<file path="src/hw/rtl/twi_pkg.sv">
// ----------------------------------------------------------------------------
// twi_pkg: shared types and constants of the waypoint interpolator
// Register indexes, operation codes and the queued sample request format.
// ----------------------------------------------------------------------------
package twi_pkg;

    localparam logic [1:0] REG_STEP_TICKS   = 2'd0;
    localparam logic [1:0] REG_NODE_COUNT   = 2'd1;
    localparam logic [1:0] REG_TARGET_COUNT = 2'd2;

    localparam logic OP_LOAD   = 1'b0;
    localparam logic OP_SAMPLE = 1'b1;

    localparam int TDATA_IN_W  = 112;  // node_index,x_in,y_in,sim_time
    localparam int TDATA_OUT_W = 128;  // x_pos,y_pos,x_vel,y_vel

    // Sample request passed from the front end to the back end
    typedef struct packed {
        logic        valid_res;  // target in range and nodes exist
        logic        single;     // one node only
        logic [3:0]  target;
        logic [31:0] sim_time;
    } twi_req_t;

endpackage

</file>
<file path="src/hw/rtl/twi_queue.sv">
// ----------------------------------------------------------------------------
// twi_queue: two-entry request queue
// Decouples sample classification from the interpolation back end.
// ----------------------------------------------------------------------------
module twi_queue (
    input  logic              clk,
    input  logic              rst_n,
    input  logic              push,
    output logic              has_room,
    input  twi_pkg::twi_req_t din,
    output logic              pop_valid,
    input  logic              pop,
    output twi_pkg::twi_req_t dout
);
    import twi_pkg::*;

    twi_req_t mem_reg [2];
    logic       wp_reg, rp_reg;
    logic [1:0] cnt_reg;

    assign has_room  = (cnt_reg != 2'd2);
    assign pop_valid = (cnt_reg != 2'd0);
    assign dout      = mem_reg[rp_reg];

    // Store pushed entries
    always_ff @(posedge clk)
    begin
        if (push)
        begin
            mem_reg[wp_reg] <= din;
        end
    end

    // Advance pointers and fill level
    always_ff @(posedge clk or negedge rst_n)
    begin
        if (!rst_n)
        begin
            wp_reg  <= 1'b0;
            rp_reg  <= 1'b0;
            cnt_reg <= 2'd0;
        end
        else
        begin
            if (push) wp_reg <= ~wp_reg;
            if (pop)  rp_reg <= ~rp_reg;
            cnt_reg <= cnt_reg + 2'(push) - 2'(pop);
        end
    end

    assert property (@(posedge clk) disable iff (!rst_n) (cnt_reg == 2'd2) |-> !push)
        else $error("queue overflow");
    assert property (@(posedge clk) disable iff (!rst_n) (cnt_reg == 2'd0) |-> !pop)
        else $error("queue underflow");
    assert property (@(posedge clk) disable iff (!rst_n) (push && !pop) |=> (cnt_reg != 2'd0))
        else $error("queue count lost push");

endmodule

</file>
<file path="config.mk">
export PLATFORM = sky130hd
export DESIGN_NAME = twi_queue
export DESIGN_NICKNAME = d
export VERILOG_FILES = /design/src/hw/rtl/twi_pkg.sv /design/src/hw/rtl/twi_queue.sv
export SDC_FILE = /design/constraint.sdc
export NUM_CORES = 1
export LEC_CHECK = 0
export BUFFER_PORTS_ARGS = -buffer_cell sky130_fd_sc_hd__buf_2
export CORE_ASPECT_RATIO = 1.5
export CORE_MARGIN = 3
export CORE_UTILIZATION = 46
export DETAILED_ROUTE_END_ITERATION = 10
export PLACE_DENSITY = 0.74
export RECOVER_POWER = 50
export SLEW_MARGIN = 20
export SYNTH_ARGS = -nofsm -noshare
export SYNTH_HDL_FRONTEND = slang
export SYNTH_SLANG_ARGS = --single-unit
</file>
<file path="constraint.sdc">
create_clock -name clk -period 2.6 [get_ports clk]
set_clock_uncertainty 0.15 [all_clocks]
set_input_delay 0.13 -clock clk [delete_from_list [all_inputs] [get_ports clk]]
set_output_delay 0.13 -clock clk [all_outputs]
set_load 0.005 [all_outputs]
</file>
==> out/summary.md <==
• **wire length reported by the detailed router** 5.345 mm
• **cell at the root of the clock tree** clkbuf_8
• **Post-CTS Setup Inserts** 0
• **Reg clk slew, reported paths** 0.07 ns
• **run status** finished, final reports clean
• **Chip Height** 104.7 microns
• **series of cell instances along the critical path** buf_12 > mux2_2 > buf_2
• **Power Internal** 2.872 mW
• **delay of the slowest critical-path stage** 0.70 ns
• **Hold Crit Class** input port to flip-flop
• **Synthesized Nets** 177
• **clock latency on the worst-skew pair** 0.33 ns
• **number of buffers created by CTS** 9
• **sequential group share of total power** 48.0%
• **power density over the cells** 946.4 nW/um^2
• **arrival time reported for the critical path endpoint** 1.79 ns
• **data required time of the critical path** 2.32 ns
• **tightest slew margin relative to the limit** 65.37%
• **n_diodes** 0
• **Worst Path Max Fanout** 20
• **DRT iter0 DRCs** 63
• **total of endpoints with negative setup slack in the final report** 0
• **CTS sink cnt** 80
• **global router's overall resource usage** 15.76%
• **clock tree buffer depth** 2
• **Sw Share** 25.63%
• **Final Max Slew Viols** 0
• **floorplan core area** 6218 sq um
• **input/output buffers** 81
• **top cell family by delay on the critical path** flip-flops
• **crit path buf inv count** 2
• **top cells by instance count after synthesis** edfxtp_1, mux2_2, mux2_4
• **weighted congestion reported at the end of routability-driven placement** 0.6846
• **final hold vios** 0
• **number of flip-flops and latches in the synthesized netlist** 80
• **flip-flop count of the largest register after layout** 76
• **net switching power** 0.9897 mW
• **sequential standard cell area** 2384 sq um
• **area growth from synthesis to layout** 36.56%
• **wire length per cell** 15.54 microns
• **cell with the most instances after synthesis** edfxtp_1
• **Pwr Total** 3.861 mW
• **final period demand of the worst path** 2.068 ns
• **top cells by area in the synthesized netlist** edfxtp_1, mux2_2, mux2_4
• **drt via density** 4.686
• **setup repair after global routing missed its margin** no
• **clock tree from TritonCTS** yes
• **Total Neg Setup Slack** 0 ns
• **Least-Margin Pin Slew** 0.5194 ns
• **number of design rule violations left after detail routing** 0
• **most used flip-flop cell after synthesis** edfxtp_1
• **number of filler instances in the final layout** 433
• **pin count of the biggest net entering global routing** 39
• **Die X-Extent** 71.81 microns
• **H-tree levels** 3
• **cells after synthesis** 133
• **fin nets** 310
• **post-DP HPWL** 3.361 mm
• **part of the total power dissipated in combinational logic** 27.6%
• **Total Die Area** 7518 sq um
• **worst vdd rail ir drop** 894.6 uV
• **area share of the leading cell type in the synthesized netlist** 76.38%
• **initial standard-cell utilization of the core** 48.05%
• **number of antenna violations at the first check in global routing** 0
• **part of the Yosys area used for sequential elements** 79.73%
• **post-cts gate resize count** 0
• **post-synthesis async set-or-reset flop share** 5.000%
• **DRT antenna net count** 0
• **Remaining Overflow, GRT** 0
• **yosys synthesis warning count** 0
• **slowest cell on the critical path** dfrtp_2
• **category of the worst setup path capture point** output pin
• **total leakage power** 1.545 nW
• **vias after detailed routing** 1612
• **Cell Area, Synth** 2988 sq um
• **number of global-route vias before repair** 1724
• **number of primary I/O pins** 82
• **number of search-and-repair iterations in the first detailed-routing pass** 4
• **first-pass GRT wire length** 8.673 mm
• **clock network fraction of design power** 24.3%
• **Achievable Freq** 483.5 MHz
• **total number of placement rows** 35
• **share of layout cells above drive strength 1** 40.74%
• **area taken by multi-input logic gates** 565.5 sq um
• **dominant cell type by area after synthesis** edfxtp_1
• **number of flops mapped to enable cells by yosys** 76
• **number of max-capacitance violations reported** 0
• **final worst-path cycle share** 79.55%
• **Crit Path Class** flip-flop to output pin
• **kind of start point of the critical path** flip-flop
• **Yosys cell types** 15
• **average cell area after synthesis** 22.47 sq um
metrics by stage:
| stage | utilization, % | setup slack (ns) | hold WS, ns | instance area [sq um] | instances |
|---|---|---|---|---|---|
| after floorplan | - | 0.6299 | -0.3156 | 2990 | 133 |
| after global placement | 56.12 | 0.8791 | -0.2083 | 3490 | 287 |
| after detailed placement | 56.12 | 0.8565 | -0.2099 | 3490 | 287 |
| after CTS | 66.24 | 0.4959 | 0.3328 | 4119 | 344 |
| after global routing | 65.61 | 0.4335 | 0.3493 | 4080 | 344 |
| final | 65.61 | 0.5318 | 0.3563 | 4080 | 344 |
power groups by stage:
stage | sequential (mW) | combinational [mW] | clock (mW)
3_5_place_dp | 1.89 | 1.05 | 0
2_1_floorplan | 1.80 | 0.720 | 0
4_1_cts | 1.86 | 1.10 | 0.972
6_report | 1.85 | 1.07 | 0.940
5_1_grt | 1.89 | 1.17 | 1.03
3_3_place_gp | 1.87 | 1.04 | 0
cell type report:
class,count,share of cell area [%]
Clock buffer,9,3.036
Timing Repair Buffer,126,20.15
Tap cell,74,2.269
Inverter,2,0.1840
Sequential cell,80,58.42
Clock inverter,6,2.085
Multi-Input combinational cell,47,13.86
worst paths after layout:
kind | start | endpoint | slack [ns] | cells past startpoint
worst max-delay path | rp_reg | dout[33] | 0.53 | 3
min in group asynchronous | rst_n | cnt_reg[0] | 0.54 | 3
worst max register to register | wp_reg | mem_reg[1][33] | 0.86 | 2
worst min register to register | wp_reg | wp_reg | 0.40 | 1
max in group asynchronous | rst_n | rp_reg | 1.58 | 3
worst min-delay path | din[15] | mem_reg[1][15] | 0.36 | 2
what timing repair did:
action                                 CTS  global route
setup endpoints to repair                0             0
endpoints found under the hold margin   83             0
hold buffers                            42             0
cell usage in the layout (no fill, tap or decap):
| cell | synthesis | routed |
|---|---|---|
| buf_1 | 0 | 1 |
| nand2b_1 | 1 | 1 |
| clkinv_2 | 0 | 2 |
| nor2b_4 | 0 | 1 |
| inv_1 | 2 | 2 |
| dlygate4sd3_1 | 0 | 42 |
| dfrtp_2 | 0 | 1 |
| ha_1 | 2 | 2 |
| clkinvlp_4 | 0 | 2 |
| mux2_2 | 28 | 28 |
| xor2_1 | 2 | 2 |
| mux2_4 | 10 | 10 |
| clkbuf_1 | 0 | 30 |
| buf_12 | 0 | 1 |
| dfrtp_1 | 4 | 3 |
| buf_2 | 0 | 49 |
| buf_4 | 2 | 2 |
| clkbuf_8 | 0 | 9 |
| or2_2 | 1 | 1 |
| clkbuf_2 | 0 | 1 |
| edfxtp_1 | 76 | 76 |
| xor3_1 | 1 | 1 |
| bufinv_16 | 0 | 2 |
| and2_2 | 0 | 1 |
metal layers:
metal  part of all wire (%)  track usage, %  vias up  wire length (microns)
li1                       -               -      782                      -
met1                     35           16.09      775                   1874
met2                     58           28.22       45                   3100
met3                    5.0           5.197       10                    267
met4                    1.9           7.258        0                    103
met5                      0               0        -                      0
worst register-to-register path, stage by stage (launching register included):
cell and delay, ns:
dfrtp_1 0.42, and2_2 0.47, buf_4 0.37
cell families (layout without fill, tap and decap cells):
family        count (synthesis)  count (layout)  share of synthesized area (%)
simple gates                  4               4                         0.8381
flops                        80              80                          79.73
fa+ha+maj                     2               2                         0.8374
mux                          38              38                          15.58
xor+xnor                      3               3                          1.382
buf+inv                       6             143                          1.633
Note: power is estimated with default switching activity, not from simulation.
