===== src/hw/rtl/twi_pkg.sv =====
// ----------------------------------------------------------------------------
// twi_pkg: shared types and constants of the waypoint interpolator
// Register indexes, operation codes and the queued sample request format.
// ----------------------------------------------------------------------------
package twi_pkg;

    localparam logic [1:0] REG_STEP_TICKS   = 2'd0;
    localparam logic [1:0] REG_NODE_COUNT   = 2'd1;
    localparam logic [1:0] REG_TARGET_COUNT = 2'd2;

    localparam logic OP_LOAD   = 1'b0;
    localparam logic OP_SAMPLE = 1'b1;

    localparam int TDATA_IN_W  = 112;  // node_index,x_in,y_in,sim_time
    localparam int TDATA_OUT_W = 128;  // x_pos,y_pos,x_vel,y_vel

    // Sample request passed from the front end to the back end
    typedef struct packed {
        logic        valid_res;  // target in range and nodes exist
        logic        single;     // one node only
        logic [3:0]  target;
        logic [31:0] sim_time;
    } twi_req_t;

endpackage


===== src/hw/rtl/twi_front.sv =====
// ----------------------------------------------------------------------------
// twi_front: input classification
// Accepts input transfers, routes loads to the store, queues sample requests.
// ----------------------------------------------------------------------------
module twi_front #(
    parameter int MAX_TARGETS = 16,
    parameter int MAX_NODES   = 256
) (
    input  logic                  in_valid,
    output logic                  in_ready,
    input  logic                  in_op,
    input  logic [3:0]            in_target,
    input  logic [7:0]            in_node,
    input  logic [8:0]            node_count,
    input  logic [4:0]            target_count,
    input  logic [31:0]           in_time,
    input  logic                  load_hold,
    output logic                  wr_en,
    output twi_pkg::twi_req_t     req,
    output logic                  req_valid,
    input  logic                  req_ready
);
    import twi_pkg::*;

    logic accept;
    logic tgt_ok;

    // Check the target against both the register and the store size, and that nodes exist
    assign tgt_ok = ({1'b0, in_target} < target_count) &&
                    (32'(in_target) < 32'(MAX_TARGETS)) &&
                    (node_count != 9'd0);

    // Hold loads while a sample still has to read the store; samples need room
    assign in_ready = (in_op == OP_LOAD) ? !load_hold : req_ready;
    assign accept   = in_valid && in_ready;
    assign wr_en    = accept && (in_op == OP_LOAD) &&
                      (32'(in_target) < 32'(MAX_TARGETS)) &&
                      (32'(in_node) < 32'(MAX_NODES));

    assign req_valid     = accept && (in_op == OP_SAMPLE);
    assign req.valid_res = tgt_ok;
    assign req.single    = (node_count == 9'd1);
    assign req.target    = in_target;
    assign req.sim_time  = in_time;

endmodule


===== config.mk =====
export PLATFORM = sky130hd
export DESIGN_NAME = twi_front
export DESIGN_NICKNAME = d
export VERILOG_FILES = /design/src/hw/rtl/twi_pkg.sv /design/src/hw/rtl/twi_front.sv
export SDC_FILE = /design/constraint.sdc
export NUM_CORES = 1
export LEC_CHECK = 0
export ABC_CLOCK_PERIOD_IN_PS = 2200
export BUFFER_PORTS_ARGS = -buffer_cell sky130_fd_sc_hd__buf_2
export CAP_MARGIN = 15
export CORE_UTILIZATION = 25
export DETAILED_ROUTE_END_ITERATION = 8
export PLACE_DENSITY = 0.91
export SLEW_MARGIN = 0
export SYNTH_ARGS = -nofsm -noshare
export SYNTH_HDL_FRONTEND = slang
export SYNTH_SLANG_ARGS = --single-unit

===== constraint.sdc =====
create_clock -name vclk -period 2.2
set_input_delay 0.44 -clock vclk [all_inputs]
set_output_delay 0.44 -clock vclk [all_outputs]
set_load 0.05 [all_outputs]

==> impl_metrics.py, run 1 <==
metrics = {
    "status": {
        "outcome": "complete, but fails checks",
        "violations": "DRC",
    },
    "yosys": {
        "syn-instance-count": 57,
        "synth_top_area_share_pct": 64.9,
        "yosysWarnings": 0,
        "ys_seq_area_share_pct": 0,
        "ys_top_cells_by_area": "buf_4 65%, ha_1 8.8%, nor4_2 5.8%, inv_1 3.5%, o221a_1 2.6%",
        "synth.avg_cell_area_um2": 7.51,
        "synth_nets": 122,
        "synthesis.area_um2": 428,
        "yosys.area.top_type": "buf_4",
        "synth_cell_types": 13,
    },
    "place": {
        "gp_congestion": 0.632,
        "port_buffers": 31,
        "place_inst": 67,
        "dpl-instance-area_um2": 325,
    },
    "finish": {
        "stdcell_count": 67,
        "clkbuf_count": 0,
        "design_area_um2": 325,
        "layout-drive-gt1-share_pct": 66.7,
        "antenna_cells": 0,
        "nets": 118,
        "syn2layout_area_growth_pct": -24.0,
        "layout.area.seq_um2": 0,
        "sequential_cell_total": 0,
        "final_util_pct": 20.9,
    },
    "timing": {
        "period_needed_ps": 2010,
        "rsz0062_at_grt": "false",
        "relSlewSlack_pct": 83.9,
        "finalSetupViolCount": 0,
        "post-route-period-util_pct": 91.3,
        "slew_viol_final": 0,
        "worst_pin_slew_ps": 240,
        "tns_ps": 0,
        "final_hold_viol_count": 0,
        "max_freq_mhz": 498,
    },
    "critical_path": {
        "cp_max_fo": 2,
        "path_class": "input pin to primary output",
        "crit_chain": "buf_2, ha_1, a21o_1, a21oi_1, o221a_1, buf_2",
        "cpMostUsedCell": "buf_2",
        "crit_slowest_cell": "ha_1",
        "max_stage_delay_ps": 300,
        "path_delay_family": "compound AO/OA/AOI/OAI gates",
        "crit_end": "req[37]",
        "cp_num_cells": 6,
        "cp.arrival_ps": 1570,
        "startpoint_type": "input pin",
        "startpoint": "in_target[2]",
        "crit_path_end_kind": "primary output",
        "cp_num_buf_inv": 2,
        "critical_path_required_ps": 1760,
    },
    "floorplan": {
        "coreArea_mm2": 0.00156,
        "ios": 103,
        "die_y_um": 43.4,
        "die_area_mm2": 0.00188,
        "initial_core_util_pct": 27.4,
        "die_w_um": 43.4,
        "rows": 14,
    },
    "min_path": {
        "holdCritPathClass": "input pin to primary output",
    },
    "route": {
        "routed_via_density": 4.36,
        "ant_nets": 0,
        "remaining_drc_errors": 13,
        "routed_wl_um": 712,
        "vias": 292,
        "post_drt_wl_per_cell_um": 10.6,
        "drt_pass1_iterations": 5,
        "drt_iter0_drc": 14,
    },
    "global_route": {
        "grt_pass1_vias": 250,
        "antenna_found_initial": 0,
        "grt_max_degree": 5,
        "grt_overflow_total": 0,
        "grt_pass1_wl_um": 931,
        "grt_usage_pct": 6.12,
    },
    "power_and_ir_drop": {
        "power_density_mw_per_mm2": 236,
        "p_leak_nw": 0.207,
        "power.total_mw": 0.0767,
        "peakVddDrop_uv": 70.6,
    },
    "clock_network": {
        "cts_setup_buffers": 0,
        "hold_buffers": 0,
        "cts_resized": 0,
    },
    "job": {
        "drv_cap": 0,
    },
}
==> stage by stage <==
step / worst slack (ps) / hold WS, ps
CTS: 185 / 880
finish: 192 / 880
global route: 108 / 880
global placement: 200 / 880
floorplan: 162 / 1050
detailed placement: 185 / 880
==> cells by family (layout without fill, tap and decap cells) <==
| kind of cell | after synthesis | in the layout | synth area share, % |
|---|---|---|---|
| and+or+nand+nor | 8 | 8 | 14.9 |
| adders and majority gates | 3 | 3 | 8.77 |
| AOI/OAI and AO/OA | 5 | 5 | 7.89 |
| buffers and inverters | 41 | 35 | 68.4 |
==> layout by cell type (no fill, tap or decap) <==
cell type / count
and3_1: 1
nor3b_1: 1
and3_2: 1
nor4_2: 2
ha_1: 3
nand2_1: 2
inv_1: 4
a21o_1: 1
a21oi_1: 1
and4b_1: 1
o21ai_0: 2
buf_2: 31
o221a_1: 1
==> power breakdown <==
part / leakage (nW) / switching, mW / internal (mW)
registers: 0 / 0 / 0
clock network: 0 / 0 / 0
logic: 0.207 / 0.0483 / 0.0283
total: 0.207 / 0.0483 / 0.0283
==> routing by layer <==
| layer | GRT usage, % | up-vias | share of wire, % |
|---|---|---|---|
| met5 | 0 | - | 0 |
| met4 | 6.25 | 0 | 7.4 |
| met3 | 2.08 | 10 | 25 |
| met2 | 11.2 | 32 | 41 |
| met1 | 4.81 | 113 | 26 |
| li1 | - | 137 | - |
==> Yosys cell counts <==
cell type,instances
buf_4,37
inv_1,4
ha_1,3
nand2_1,2
nor4_2,2
o21ai_0,2
a21o_1,1
a21oi_1,1
and3_1,1
and3_2,1
and4b_1,1
nor3b_1,1
o221a_1,1
==> worst min-delay path by stage <==
stage | from | endpoint | cells after the start
after floorplan | in_time[0] | req[0] | 1
after global placement | in_time[10] | req[10] | 0
after detailed placement | in_time[10] | req[10] | 0
after CTS | in_time[10] | req[10] | 0
after global routing | in_time[0] | req[0] | 0
final | in_time[0] | req[0] | 0
==> final cells by class <==
type | count | area, um2
fillers | 180 | 1230
repair buffers | 31 | 155
multi-input cells | 16 | 135
well taps | 16 | 20.0
inverters | 4 | 15.0
Power figures use the tool's default switching activity.
==> inputs of run 2 (changes only) <==
Settings changed: ABC_CLOCK_PERIOD_IN_PS 2200 to 2100, CORE_UTILIZATION 25 to 23, PLACE_DENSITY 0.91 to 0.84.
Clock period 2.2 ns to 2.1 ns, I/O delays scaled along.
==> run 2 against run 1 <==
The flow now finishes without violations. Sequential cell count unchanged. Power grew 6.7%. Worst setup slack worse by 130 ps. Largest power group unchanged. Final cell count is 13% higher. Global-route usage fell by 0.28 points. Die area increased by 8.3%. Clock-buffer cell count is the same. Non-clock buffer count is the same. Worst hold slack worse by 40 ps. Via count grew 6.5%. Utilization decreased by 1.4 points. Sequential share of layout area is the same.
==> impl_metrics.py, run 2 (same netlist as run 1, synthesis figures left out) <==
metrics = {
    "critical_path": {
        "path_class": "input pin to primary output",
        "critical_path_required_ps": 1680,
        "startpoint_type": "input pin",
        "cp.arrival_ps": 1610,
        "cp_max_fo": 2,
        "crit_path_end_kind": "primary output",
    },
    "route": {
        "vias": 311,
        "routed_wl_um": 749,
        "drt_iter0_drc": 0,
        "routed_via_density": 4.09,
        "drt_pass1_iterations": 1,
        "wl_met1_um": 229,
        "remaining_drc_errors": 0,
        "met3_length_um": 113,
        "top_layer": "met4",
        "wl_met2_um": 386,
        "ant_nets": 0,
        "post_drt_wl_per_cell_um": 9.86,
    },
    "finish": {
        "mostFrequentLayoutCell": "buf_2",
        "syn2layout_area_growth_pct": -21.3,
        "multi_input_area_um2": 135,
        "layout-drive-gt1-share_pct": 66.7,
        "nets": 118,
        "final_cell_mix": "31 x buf_2, 4 x inv_1, 3 x ha_1",
        "final_util_pct": 19.5,
        "antenna_cells": 0,
        "layout.area.seq_um2": 0,
        "clkbuf_count": 0,
        "sequential_cell_total": 0,
        "n_fill_cell": 210,
    },
    "floorplan": {
        "initial_core_util_pct": 24.8,
        "die_area_mm2": 0.00204,
        "rows": 15,
        "die_y_um": 45.1,
        "die_w_um": 45.1,
        "coreArea_mm2": 0.00173,
        "ios": 103,
    },
    "timing": {
        "post-route-period-util_pct": 96.9,
        "worst_pin_slew_ps": 242,
        "tns_ps": 0,
        "rsz0062_at_grt": "false",
        "final_hold_viol_count": 0,
        "slew_viol_final": 0,
        "max_freq_mhz": 491,
        "relSlewSlack_pct": 83.7,
        "period_needed_ps": 2030,
        "finalSetupViolCount": 0,
    },
    "place": {
        "hpwlAfterDp_um": 680,
        "port_buffers": 31,
        "gp_congestion": 0.566,
    },
    "power_and_ir_drop": {
        "p_leak_nw": 0.207,
        "power_density_mw_per_mm2": 243,
        "peakVddDrop_uv": 57.7,
    },
    "clock_network": {
        "hold_buffers": 0,
        "cts_resized": 0,
        "cts_setup_buffers": 0,
    },
    "status": {
        "outcome": "completed",
    },
    "global_route": {
        "grt_usage_pct": 5.84,
        "antenna_found_initial": 0,
        "grt_pass1_wl_um": 903,
        "grt_overflow_total": 0,
        "grt_pass1_vias": 271,
        "grt_max_degree": 5,
    },
    "job": {
        "drv_cap": 0,
    },
    "min_path": {
        "holdCritPathClass": "input pin to primary output",
    },
}
-- run 2: cell counts in the layout (fill, tap and decap cells not counted) --
No cell type changed its count.
-- run 2: critical path: stages --
cell and delay (ps):
buf_2 110, ha_1 300, a21o_1 160, a21oi_1 170, o221a_1 200, buf_2 260
-- run 2: final timing paths --
| kind | startpoint | to | slack, ps | depth (start not counted) |
|---|---|---|---|---|
| min | in_time[0] | req[0] | 840 | 0 |
| max | in_target[2] | req[37] | 70 | 6 |
-- run 2: area by class of cell --
| cell class | instances | share of cell area [%] |
|---|---|---|
| inverters | 4 | 4.46 |
| multi-input cells | 16 | 40.1 |
| well taps | 25 | 9.29 |
| repair buffers | 31 | 46.1 |
-- run 2: routing by layer --
metal / vias up / global-route usage [%]
li1: 137 / -
met2: 27 / 14.5
met1: 139 / 2.62
met5: - / 0
met4: 0 / 3.64
met3: 8 / 1.60
-- run 2: stage by stage --
| stage | power (mW) | setup slack (ps) | hold WS [ps] | cell area (um2) | instances |
|---|---|---|---|---|---|
| floorplan | 0.220 | 102 | 1010 | 428 | 57 |
| global placement | 0.0792 | 143 | 840 | 337 | 76 |
| detailed placement | 0.0825 | 63.6 | 840 | 337 | 76 |
| CTS | 0.0827 | 63.7 | 840 | 337 | 76 |
| global route | 0.0880 | 22.9 | 840 | 337 | 76 |
| finish | 0.0818 | 65.1 | 840 | 337 | 76 |
-- run 2: report_power, final --
group          internal, mW  switching [mW]  leakage (nW)
clock network             0               0             0
registers                 0               0             0
logic                0.0299          0.0519         0.207
total                0.0299          0.0519         0.207
==> inputs of run 3 (changes only) <==
Settings changed: CELL_PAD_IN_SITES_DETAIL_PLACEMENT set to 0, CELL_PAD_IN_SITES_GLOBAL_PLACEMENT set to 1, CORE_UTILIZATION 23 to 12, PLACE_DENSITY 0.84 to 0.85.
==> run 3 against run 2 <==
Final cell count is 28% higher. Critical endpoint unchanged. First-iteration DRC count is 1 higher. Sequential cell count stayed put. Non-clock buffer count stayed put. Power is 0.65% lower. Clock-buffer cell count stayed put. Utilization is 8.7 points lower. Global-route usage is 2.4 points lower. Via count is 3.2% lower. Die area is 87% higher.
==> impl_metrics.py, run 3 (same netlist as run 1, synthesis figures left out) <==
metrics = {
    "floorplan": {
        "initial_core_util_pct": 12.7,
        "die_area_mm2": 0.00381,
        "coreArea_mm2": 0.00336,
        "die_y_um": 61.7,
        "die_w_um": 61.7,
        "ios": 103,
        "rows": 21,
    },
    "critical_path": {
        "crit_path_end_kind": "primary output",
        "critical_path_required_ps": 1680,
        "startpoint_type": "input pin",
        "path_class": "input pin to primary output",
        "cp.arrival_ps": 1570,
        "cp_max_fo": 2,
    },
    "route": {
        "remaining_drc_errors": 0,
        "drt_pass1_iterations": 2,
        "routed_via_density": 3.10,
        "post_drt_wl_per_cell_um": 8.85,
        "ant_nets": 0,
        "routed_wl_um": 858,
        "vias": 301,
        "drt_iter0_drc": 1,
    },
    "global_route": {
        "met2_usage_pct": 5.22,
        "grt_pass1_wl_um": 952,
        "met1_usage_pct": 2.24,
        "top_usage_layer": "met2",
        "grt_util_met3_pct": 2.48,
        "grt_overflow_total": 0,
        "grt_usage_pct": 3.40,
        "antenna_found_initial": 0,
        "grt_pass1_vias": 206,
        "grt_max_degree": 5,
    },
    "clock_network": {
        "cts_resized": 0,
        "cts_setup_buffers": 0,
        "hold_buffers": 0,
    },
    "power_and_ir_drop": {
        "switching_share_pct": 63.4,
        "seqPwrFrac_pct": 0,
        "power.total_mw": 0.0813,
        "power.switching_mw": 0.0515,
        "power_density_mw_per_mm2": 224,
        "combPwrFrac_pct": 100.0,
        "clockPowerShare_pct": 0,
        "peakVddDrop_uv": 54.6,
        "power.internal_mw": 0.0298,
        "p_leak_nw": 0.207,
    },
    "finish": {
        "syn2layout_area_growth_pct": -15.2,
        "clkbuf_count": 0,
        "final_cell_mix": "31 x buf_2, 4 x inv_1, 3 x ha_1",
        "mostFrequentLayoutCell": "buf_2",
        "layout-drive-gt1-share_pct": 66.7,
        "sequential_cell_total": 0,
        "antenna_cells": 0,
        "nets": 118,
        "layout.area.seq_um2": 0,
        "design_area_um2": 363,
    },
    "timing": {
        "period_needed_ps": 1990,
        "relSlewSlack_pct": 82.9,
        "finalSetupViolCount": 0,
        "holdWs_ps": 840,
        "max_freq_mhz": 502,
        "slew_viol_final": 0,
        "timing.final.ws_setup_ps": 109,
        "tns_ps": 0,
        "post-route-period-util_pct": 94.8,
        "rsz0062_at_grt": "false",
        "final_hold_viol_count": 0,
        "worst_pin_slew_ps": 259,
    },
    "status": {
        "outcome": "completed",
    },
    "place": {
        "dp_worst_setup_slack_ps": 87.4,
        "dpl-instance-area_um2": 363,
        "port_buffers": 31,
        "gp_congestion": 0.577,
    },
    "min_path": {
        "holdCritPathClass": "input pin to primary output",
    },
    "job": {
        "drv_cap": 0,
    },
}
run 3: metrics by stage:
stage / instances / utilization (%)
floorplan: 57 / -
detailed placement: 97 / 10.8
finish: 97 / 10.8
CTS: 97 / 10.8
global route: 97 / 10.8
global placement: 97 / 10.8
run 3: power groups by stage:
stage	clock network, mW	logic [mW]	registers [mW]
after detailed placement	0	0.0826	0
after floorplan	0	0.220	0
after global routing	0	0.0890	0
final	0	0.0813	0
after global placement	0	0.0817	0
after CTS	0	0.0827	0
run 3: path summary, 6_finish.rpt:
check	startpoint	endpoint	slack (ps)	cells after the start
setup / recovery	in_target[2]	req[37]	110	6
hold / removal	in_time[15]	req[15]	840	0
run 3: worst max-delay path, stage by stage:
cell,delay (ps)
buf_2,100
ha_1,290
a21o_1,160
a21oi_1,140
o221a_1,200
buf_2,260
run 3: layout make-up:
cell class,count,area (um2)
timing repair buffer,31,155
inverter,4,15.0
fill,424,3000
tap,46,57.6
multi-input combinational,16,135
run 3: layer usage:
metal  vias up  part of all wire (%)  routed length (um)
met5         -                     0                   0
met4         0                    13                 108
met3        18                    18                 154
met2        30                    40                 344
met1       116                    29                 250
li1        137                     -                   -
